`src/rtl/core/assert_macros.svh`:
```
// Assertion macros shared by the page allocator RTL.
`ifndef ASSERT_MACROS_SVH
`define ASSERT_MACROS_SVH

// Same-cycle implication, sampled on clk, off during reset.
`define TPFL_ASSERT_IMPL(label, ante, cons) \
	label: assert property (@(posedge clk) disable iff (!arst_n) (ante) |-> (cons)) \
		else $error("tpfl assertion failed");

// Next-cycle implication, sampled on clk, off during reset.
`define TPFL_ASSERT_NEXT(label, ante, cons) \
	label: assert property (@(posedge clk) disable iff (!arst_n) (ante) |=> (cons)) \
		else $error("tpfl assertion failed");

`endif

```
`src/rtl/core/tpfl_queue.sv`:
```
// Two-entry queue between the classifying front and the executing back.
module tpfl_queue #(
	parameter int W = 8
) (
	input  logic         clk,
	input  logic         arst_n,
	input  logic         push,
	input  logic [W-1:0] wdata,
	output logic         ready,
	output logic         valid,
	output logic [W-1:0] rdata,
	input  logic         pop
);

	logic [W-1:0] slot_q [2];
	logic         wr_ptr_q;
	logic         rd_ptr_q;
	logic [1:0]   count_q;

	assign ready = (count_q != 2'd2);
	assign valid = (count_q != 2'd0);
	assign rdata = slot_q[rd_ptr_q];

	always_ff @(posedge clk) begin
		if (push) begin
			slot_q[wr_ptr_q] <= wdata;
		end
	end

	always_ff @(posedge clk or negedge arst_n) begin
		if (!arst_n) begin
			wr_ptr_q <= 1'b0;
			rd_ptr_q <= 1'b0;
			count_q  <= 2'd0;
		end else begin
			if (push) begin
				wr_ptr_q <= ~wr_ptr_q;
			end
			if (pop) begin
				rd_ptr_q <= ~rd_ptr_q;
			end
			unique case ({push, pop})
				2'b10: count_q <= count_q + 2'd1;
				2'b01: count_q <= count_q - 2'd1;
				default: count_q <= count_q;
			endcase
		end
	end

endmodule

```
`config.mk`:
```
export PLATFORM = sky130hd
export DESIGN_NAME = tpfl_queue
export DESIGN_NICKNAME = d
export VERILOG_FILES = /design/src/rtl/core/assert_macros.svh /design/src/rtl/core/tpfl_queue.sv
export SDC_FILE = /design/constraint.sdc
export NUM_CORES = 1
export LEC_CHECK = 0
export BUFFER_PORTS_ARGS = -buffer_cell sky130_fd_sc_hd__clkbuf_2
export CAP_MARGIN = 10
export CORE_MARGIN = 5
export CORE_UTILIZATION = 25
export DETAILED_ROUTE_END_ITERATION = 12
export GPL_TIMING_DRIVEN = 0
export PLACE_DENSITY = 0.4
export RECOVER_POWER = 50
export SLEW_MARGIN = 20
export SYNTH_ARGS = -nofsm -noshare
export SYNTH_HDL_FRONTEND = slang
export SYNTH_SLANG_ARGS = --single-unit
```
`constraint.sdc`:
```
create_clock -name clk -period 1.6 [get_ports clk]
set_clock_uncertainty 0.1 [all_clocks]
set_input_delay 0.08 -clock clk [delete_from_list [all_inputs] [get_ports clk]]
set_output_delay 0.08 -clock clk [all_outputs]
set_load 0.01 [all_outputs]
```
==> results.toml, run 1 <==
[status]
outcome = "finished, final reports clean"

[setup_path]
critical_path_start_end_classification = "in2reg"
reg2reg_setup_slack_ps = 110
cp-start-kind = "input port"
worstReg2RegEnd = "slot_q[0][5]"
crit_arrival_ps = 1370
worstReg2RegStart = "wr_ptr_q"
end_kind = "flop"
worstRegToRegCells = 1
required_ps = 1430
crit_fanout = 8

[timing]
totalNegativeSetupSlack_ps = 0
worstMarginPinSlew_ps = 769.1
report.final.slew_viol_count = 0
finalHoldViolations = 0
final.min_clock_period_ps = 1533
setup_viol_count_final = 0
final.period_utilization_pct = 95.83
fmax_mhz = 652.2
timing.slew.headroom_pct = 48.53
rsz0062_at_grt = "false"

[die]
pin_count = 22
core-area_um2 = 2978
die_x_um = 65.21
floorplan.die.height_um = 65.21
initial_core_utilization_pct = 25.59
die_area_um2 = 4252
placement_rows = 20

[logic_synthesis]
synth.yosys.seq_area_share_pct = 76.19
yosys_warnings = 0
synthesis.nets = 54
post_synth_inst_count = 41
syn-cell-area_um2 = 762.0
postSynthAreaPerCell_um2 = 18.58
yosys_register_bits = 20
ys_types = 12

[power_and_ir_drop]
power_frac_comb_pct = 32.9
netSwitchingFraction_pct = 30.94
power_leakage_uw = 0.0004080
power-per-cell-area_nw_per_um2 = 1433
switching_power_uw = 461.6
max-vdd-ir-drop_v = 0.0004968
power_frac_seq_pct = 51.0
clockPowerShare_pct = 16.1
finalPower_uw = 1492
intPower_uw = 1030

[placed_design]
place.port_buffers = 21
hpwl_um = 950.2
place_area_um2 = 908.4
routabilityCongestion = 0.6345

[global_route]
largest_net_degree_at_the_start_of_global_routing = 12
grt_pass1_vias = 483
antenna_found_initial = 0
grt_remaining_overflow = 0
track_usage_pct = 7.352
grt_first_pass_wirelength_mm = 2.297

[drt]
routed-via-count = 436
drt_drc_violations_left = 0
postRouteAntennaNets = 0
via_per_inst = 3.964
first_pass_iters = 2
wirelength_mm = 1.394
drtIter0Drc = 3
post_drt_wl_per_cell_um = 12.67

[final_layout]
layout.area.seq_um2 = 580.6
final_cell_mix = "clkbuf_2 (16), edfxtp_1 (16), dlygate4sd3_1 (11), mux2_1 (8)"
final_layout_net_count = 91
antennaDiodeCount = 0
fillerInstances = 297
area_growth_syn_to_layout_pct = 36.62
drive_above_1_share_pct = 25.97
final_design_area_no_fill_um2 = 1041
fin_util_pct = 34.96
area_of_the_multi_input_gates_um2 = 172.7

[clock_network]
clockBufferDepth = 2
clock_tree.root_cell = "clkbuf_4"
cts_made_buffers = 3
number_of_buffers_inserted_by_post_cts_setup_repair = 0
cts.clk_slew.worst_paths_ps = 110
clock_sink_count = 20
htreeDepth = 1
insertion_delay_ps = 290
tritoncts = "yes"

[worst_hold_path]
worstHoldPathType = "in2async"

[flow_run]
drv_cap = 0
-- cells in the mapped netlist --
cell | instances | area (um2)
xnor2_1 | 2 | 17.52
ha_1 | 1 | 12.51
mux2_1 | 8 | 90.09
and2_1 | 1 | 6.260
xor2_1 | 3 | 26.28
dfrtp_1 | 4 | 100.1
edfxtp_1 | 16 | 480.5
or2_1 | 1 | 6.260
nor2_1 | 2 | 7.510
nand2b_1 | 1 | 6.260
buf_2 | 1 | 5.000
inv_1 | 1 | 3.750
-- routing by layer --
| metal | GRT usage (%) | up-vias | part of all wire [%] |
|---|---|---|---|
| li1 | - | 218 | - |
| met1 | 8.738 | 206 | 43 |
| met2 | 11.88 | 10 | 50 |
| met4 | 3.109 | 0 | 0.65 |
| met5 | 0 | - | 0 |
| met3 | 2.735 | 2 | 5.5 |
-- flip-flops by register name, indices dropped and copies added, names as in the netlist --
name      flops
slot_q       16
count_q       2
rd_ptr_q      1
wr_ptr_q      1
-- area by class of cell --
class	instances	area share [%]
clock buffer	3	2.163
clock inverter	1	0.3606
buffer	1	0.7212
sequential	20	55.77
tap	33	3.966
multi-input combinational	19	16.59
timing repair buffer	32	20.07
inverter	1	0.3606
-- stage by stage --
step           hold WS (ps)  instances  setup WS, ps
3_3_place_gp         -205.0         95         92.43
2_1_floorplan        -315.6         41         362.0
3_5_place_dp         -201.1         95         83.42
6_report              39.48        110         66.68
5_1_grt               48.15        110         2.776
4_1_cts               3.103        110         30.09
-- power groups by stage --
stage	registers [uW]	logic (uW)	clock network (uW)
5_1_grt	776	558	281
3_5_place_dp	773	481	0
6_report	762	490	240
3_3_place_gp	770	482	0
4_1_cts	762	506	253
2_1_floorplan	759	301	0
-- critical path, cell delays in order --
cell           delay (ps)
dlygate4sd3_1         520
clkbuf_2              130
inv_1                  60
nor2_1                590
-- repair_timing --
item | CTS | global route
endpoints found under the hold margin | 22 | 0
gates resized for setup | 0 | 1
hold buffers | 11 | 0
setup endpoints to repair | 0 | 8
-- cell families after synthesis --
kind of cell / count (synthesis) / share of synthesized area [%]
xor+xnor: 5 / 5.748
buf+inv: 2 / 1.148
fa+ha+maj: 1 / 1.642
flops: 20 / 76.19
mux: 8 / 11.82
simple gates: 5 / 3.450
-- worst max-delay path by stage --
stage / start / endpoint
2_1_floorplan: wr_ptr_q / slot_q[0][0]
3_5_place_dp: wr_ptr_q / slot_q[0][6]
5_1_grt: rd_ptr_q / rdata[5]
4_1_cts: rd_ptr_q / rdata[0]
3_3_place_gp: wr_ptr_q / slot_q[0][2]
6_report: push / slot_q[0][5]
Note: power is estimated with default switching activity, not from simulation.
==> run 2, diff against run 1 <==
PLACE_DENSITY = 0.47   (was 0.4)
==> run 2 against run 1 <==
Effect of this change: sequential power is essentially flat; count of clock-buffer cells in the layout stayed put; combinational power fell by 1%; flip-flop and latch count unchanged; setup slack better by 22 ps; first-iteration DRC count is 33% higher; critical endpoint is now rdata[3]; largest power group unchanged.
==> results.toml, run 2 (synthesis gave the netlist of run 1 again) <==
[status]
outcome = "finished, final reports clean"

[final_layout]
final_layout_net_count = 92
final_design_area_no_fill_um2 = 1077
finish.cell_count_without_fillers = 111
antennaDiodeCount = 0
fillerInstances = 300
largest_register_ff_count = 16
final_cell_mix = "clkbuf_2 (16), edfxtp_1 (16), dlygate4sd3_1 (12), mux2_1 (8), clkbuf_1 (5)"
area_growth_syn_to_layout_pct = 41.38
drive_above_1_share_pct = 26.92
reg.largest.list = "slot_q (16), count_q (2)"
layout.area.seq_um2 = 580.6
largest_register = "slot_q"
area_of_the_multi_input_gates_um2 = 172.7

[die]
core-area_um2 = 2978
initial_core_utilization_pct = 25.59
floorplan.die.height_um = 65.21
die_x_um = 65.21
die_area_um2 = 4252
placement_rows = 20
pin_count = 22

[drt]
drtIter0Drc = 4
drt_drc_violations_left = 0
via_per_inst = 4.036
post_drt_wl_per_cell_um = 11.76
wirelength_mm = 1.305
postRouteAntennaNets = 0
routed-via-count = 448
first_pass_iters = 4

[setup_path]
required_ps = 1420
cp-start-kind = "flop"
crit_arrival_ps = 1330
critical_path_start_end_classification = "reg2out"
crit_fanout = 9
end_kind = "primary output"

[global_route]
met2_usage_pct = 10.75
grt_remaining_overflow = 0
grt_pass1_vias = 483
grt_busiest_layer = "met2"
track_usage_pct = 6.669
largest_net_degree_at_the_start_of_global_routing = 13
antenna_found_initial = 0
groute.layer.met1.usage_pct = 7.568
met3_capacity_usage_during_global_routing_pct = 3.419
grt_first_pass_wirelength_mm = 2.125

[worst_hold_path]
worstHoldPathType = "reg2reg"

[timing]
finalHoldViolations = 0
report.final.slew_viol_count = 0
worstMarginPinSlew_ps = 699.3
totalNegativeSetupSlack_ps = 0
final.period_utilization_pct = 94.48
fmax_mhz = 661.5
whs_ps = 392.2
final.min_clock_period_ps = 1512
setup_viol_count_final = 0
timing.slew.headroom_pct = 53.21
rsz0062_at_grt = "false"

[power_and_ir_drop]
power_leakage_uw = 0.0004249
power-per-cell-area_nw_per_um2 = 1532
max-vdd-ir-drop_v = 0.0007139

[clock_network]
clockBufferDepth = 2
clock_tree.root_cell = "clkbuf_4"
insertion_delay_ps = 300
clock_sink_count = 20
tritoncts = "yes"
htreeDepth = 1
cts_made_buffers = 3
number_of_buffers_inserted_by_post_cts_setup_repair = 0
cts.clk_slew.worst_paths_ps = 110

[placed_design]
place.detailed.instances = 95
routabilityCongestion = 0.5807
place_area_um2 = 908.4
place.port_buffers = 21

[flow_run]
drv_cap = 0
run 2: changes by cell type in the layout (fill, tap and decap cells not counted), sizes merged:
cell	delta
bufinv	+1
clkbuf	+1
clkinv	-1
dlygate4sd3	+1
buf	-1
run 2: report_power, final:
| group | switching, uW | internal [uW] |
|---|---|---|
| logic | 252 | 231 |
| clock network | 154 | 253 |
| registers | 53.1 | 707 |
run 2: through the flow:
step	power (uW)	util [%]	worst slack (ps)
final	1651	36.18	88.31
after global routing	1746	36.18	9.474
after CTS	1682	36.30	23.50
after detailed placement	1247	30.50	116.6
after global placement	1242	30.50	119.2
after floorplan	1060	-	362.0
run 2: critical path: stages (launching register included):
cell      delay (ps)
dfrtp_1          370
clkbuf_4         200
mux2_1           330
clkbuf_2         130
run 2: repair_timing:
action / in CTS / in global routing
endpoints found under the setup margin: 0 / 8
hold endpoints to repair: 22 / 0
hold buffers: 12 / 0
gates resized for setup: 0 / 1
run 2: worst paths after layout:
kind                                 to  slack (ps)  depth (start not counted)  startpoint
setup / recovery               rdata[3]          90                          3    rd_ptr_q
hold / removal                 wr_ptr_q         390                          1    wr_ptr_q
setup reg to reg           slot_q[0][4]         170                          1    wr_ptr_q
hold reg to reg                wr_ptr_q         390                          1    wr_ptr_q
max in group asynchronous    count_q[0]         670                          3      arst_n
min in group asynchronous    count_q[1]         560                          3      arst_n
run 2: cell type report:
class	count	share of cell area (%)
repair buffers	33	20.33
clock inverters	1	2.787
multi-input cells	19	16.03
flip-flops and latches	20	53.89
plain buffers	1	0.6969
clock buffers	3	2.091
inverters	1	0.3484
well taps	33	3.833
run 2: metal layers:
| layer | vias up | wire, um | share of wire, % |
|---|---|---|---|
| met3 | 2 | 143 | 11 |
| met2 | 19 | 610 | 47 |
| met5 | - | 0 | 0 |
| met4 | 0 | 10 | 0.77 |
| li1 | 221 | - | - |
| met1 | 206 | 540 | 41 |
==> run 3, diff against run 2 <==
REMOVE_ABC_BUFFERS = 1   (was unset)
==> run 3 against run 2 <==
Effect of this change: global-route usage rose by 0.35 points; die area unchanged; critical path depth increased by 1.
==> results.toml, run 3 (synthesis gave the netlist of run 1 again) <==
[status]
outcome = "finished, final reports clean"

[global_route]
antenna_found_initial = 0
met2_usage_pct = 11.50
met3_capacity_usage_during_global_routing_pct = 4.274
grt_busiest_layer = "met2"
grt_remaining_overflow = 0
groute.layer.met1.usage_pct = 7.734
track_usage_pct = 7.016
grt_first_pass_wirelength_mm = 2.118
largest_net_degree_at_the_start_of_global_routing = 13
grt_pass1_vias = 486

[final_layout]
final_common_cell = "clkbuf_2"
fillerInstances = 309
final_cell_mix = "clkbuf_2 (17), edfxtp_1 (16), dlygate4sd3_1 (12), mux2_1 (8)"
drive_above_1_share_pct = 28.57
area_of_the_multi_input_gates_um2 = 172.7
final_layout_net_count = 91
layout.area.seq_um2 = 581.8
largest_register_ff_count = 16
largest_register = "slot_q"
antennaDiodeCount = 0
reg.largest.list = "slot_q (16), count_q (2)"
area_growth_syn_to_layout_pct = 40.72

[setup_path]
crit_arrival_ps = 1350
crit_fanout = 8
required_ps = 1440
slowest_library_cell_on_the_worst_path = "nor2_1"
crit_path_max_incr_delay_ps = 570
cp-start-kind = "input port"
critical_path.cell_chain = "dlygate4sd3_1, clkbuf_2, inv_1, nor2_1"
critical_path_start_end_classification = "in2reg"
end_kind = "flop"

[power_and_ir_drop]
power-per-cell-area_nw_per_um2 = 1534
power_leakage_uw = 0.0004223
max-vdd-ir-drop_v = 0.0006585

[die]
initial_core_utilization_pct = 25.59
die_x_um = 65.21
pin_count = 22
die_area_um2 = 4252
core-area_um2 = 2978
floorplan.die.height_um = 65.21
placement_rows = 20

[drt]
postRouteAntennaNets = 0
post_drt_wl_per_cell_um = 11.98
drt_drc_violations_left = 0
first_pass_iters = 4
via_per_inst = 4.000
drtIter0Drc = 16
routed-via-count = 440
wirelength_mm = 1.318

[placed_design]
place.port_buffers = 21
hpwl_um = 906.8
routabilityCongestion = 0.5763

[timing]
finalHoldViolations = 0
worstMarginPinSlew_ps = 748.1
fmax_mhz = 662.6
final.period_utilization_pct = 94.33
rsz0062_at_grt = "false"
whs_ps = 394.6
final.min_clock_period_ps = 1509
report.final.slew_viol_count = 0
timing.slew.headroom_pct = 49.94
totalNegativeSetupSlack_ps = 0
setup_viol_count_final = 0

[clock_network]
cts.clk_slew.worst_paths_ps = 110
clockBufferDepth = 2
tritoncts = "yes"
clock_tree.root_cell = "clkbuf_4"
htreeDepth = 1
clock_sink_count = 20
cts_made_buffers = 3
insertion_delay_ps = 300

[flow_run]
drv_cap = 0

[worst_hold_path]
worstHoldPathType = "reg2reg"
run 3: area by class of cell:
type                       instances  area share, %
sequential                        20          54.26
timing repair buffer              33          20.54
multi-input combinational         19          16.10
tap                               33          3.851
clock inverter                     1          2.800
clock buffer                       3          2.100
inverter                           1         0.3501
run 3: metal layers:
metal / share of wire [%] / vias to the layer above
met5: 0 / -
li1: - / 218
met2: 45 / 16
met3: 6.8 / 2
met4: 0.68 / 0
met1: 48 / 204
run 3: report_power, final:
group	total, uW	leakage [uW]	internal (uW)	switching, uW
Sequential	809	0.000196	710	99.4
Combinational	424	0.000199	216	208
Clock	412	0.0000279	253	159
run 3: worst paths after layout:
path | startpoint | endpoint | slack, ps | cells after the start
worst min register to register | count_q[1] | count_q[1] | 390 | 1
max in group asynchronous | arst_n | rd_ptr_q | 640 | 3
worst max-delay path | push | slot_q[0][0] | 90 | 4
worst max register to register | wr_ptr_q | slot_q[0][0] | 130 | 1
worst min-delay path | count_q[1] | count_q[1] | 390 | 1
min in group asynchronous | arst_n | count_q[0] | 560 | 3
run 3: what timing repair did:
action / CTS / global route
buffers inserted: 0 / 0
hold endpoints to repair: 22 / 0
hold buffers: 12 / 0
gates resized for setup: 1 / 0
setup endpoints to repair: 8 / 0
run 3: critical path: cells and delay by family:
| family | cells | cell delay (ps) |
|---|---|---|
| buf+inv | 3 | 700 |
| simple gates | 1 | 570 |
run 3: metrics by stage:
stage	worst slack (ps)	util (%)	total power [uW]	instances	cell area [um2]
6_report	90.79	36.01	1645	110	1072
3_5_place_dp	103.5	30.34	1242	94	903.4
2_1_floorplan	362.0	-	1050	40	757.0
4_1_cts	66.34	36.18	1690	110	1077
5_1_grt	9.899	36.01	1758	110	1072
3_3_place_gp	95.91	30.34	1233	94	903.4
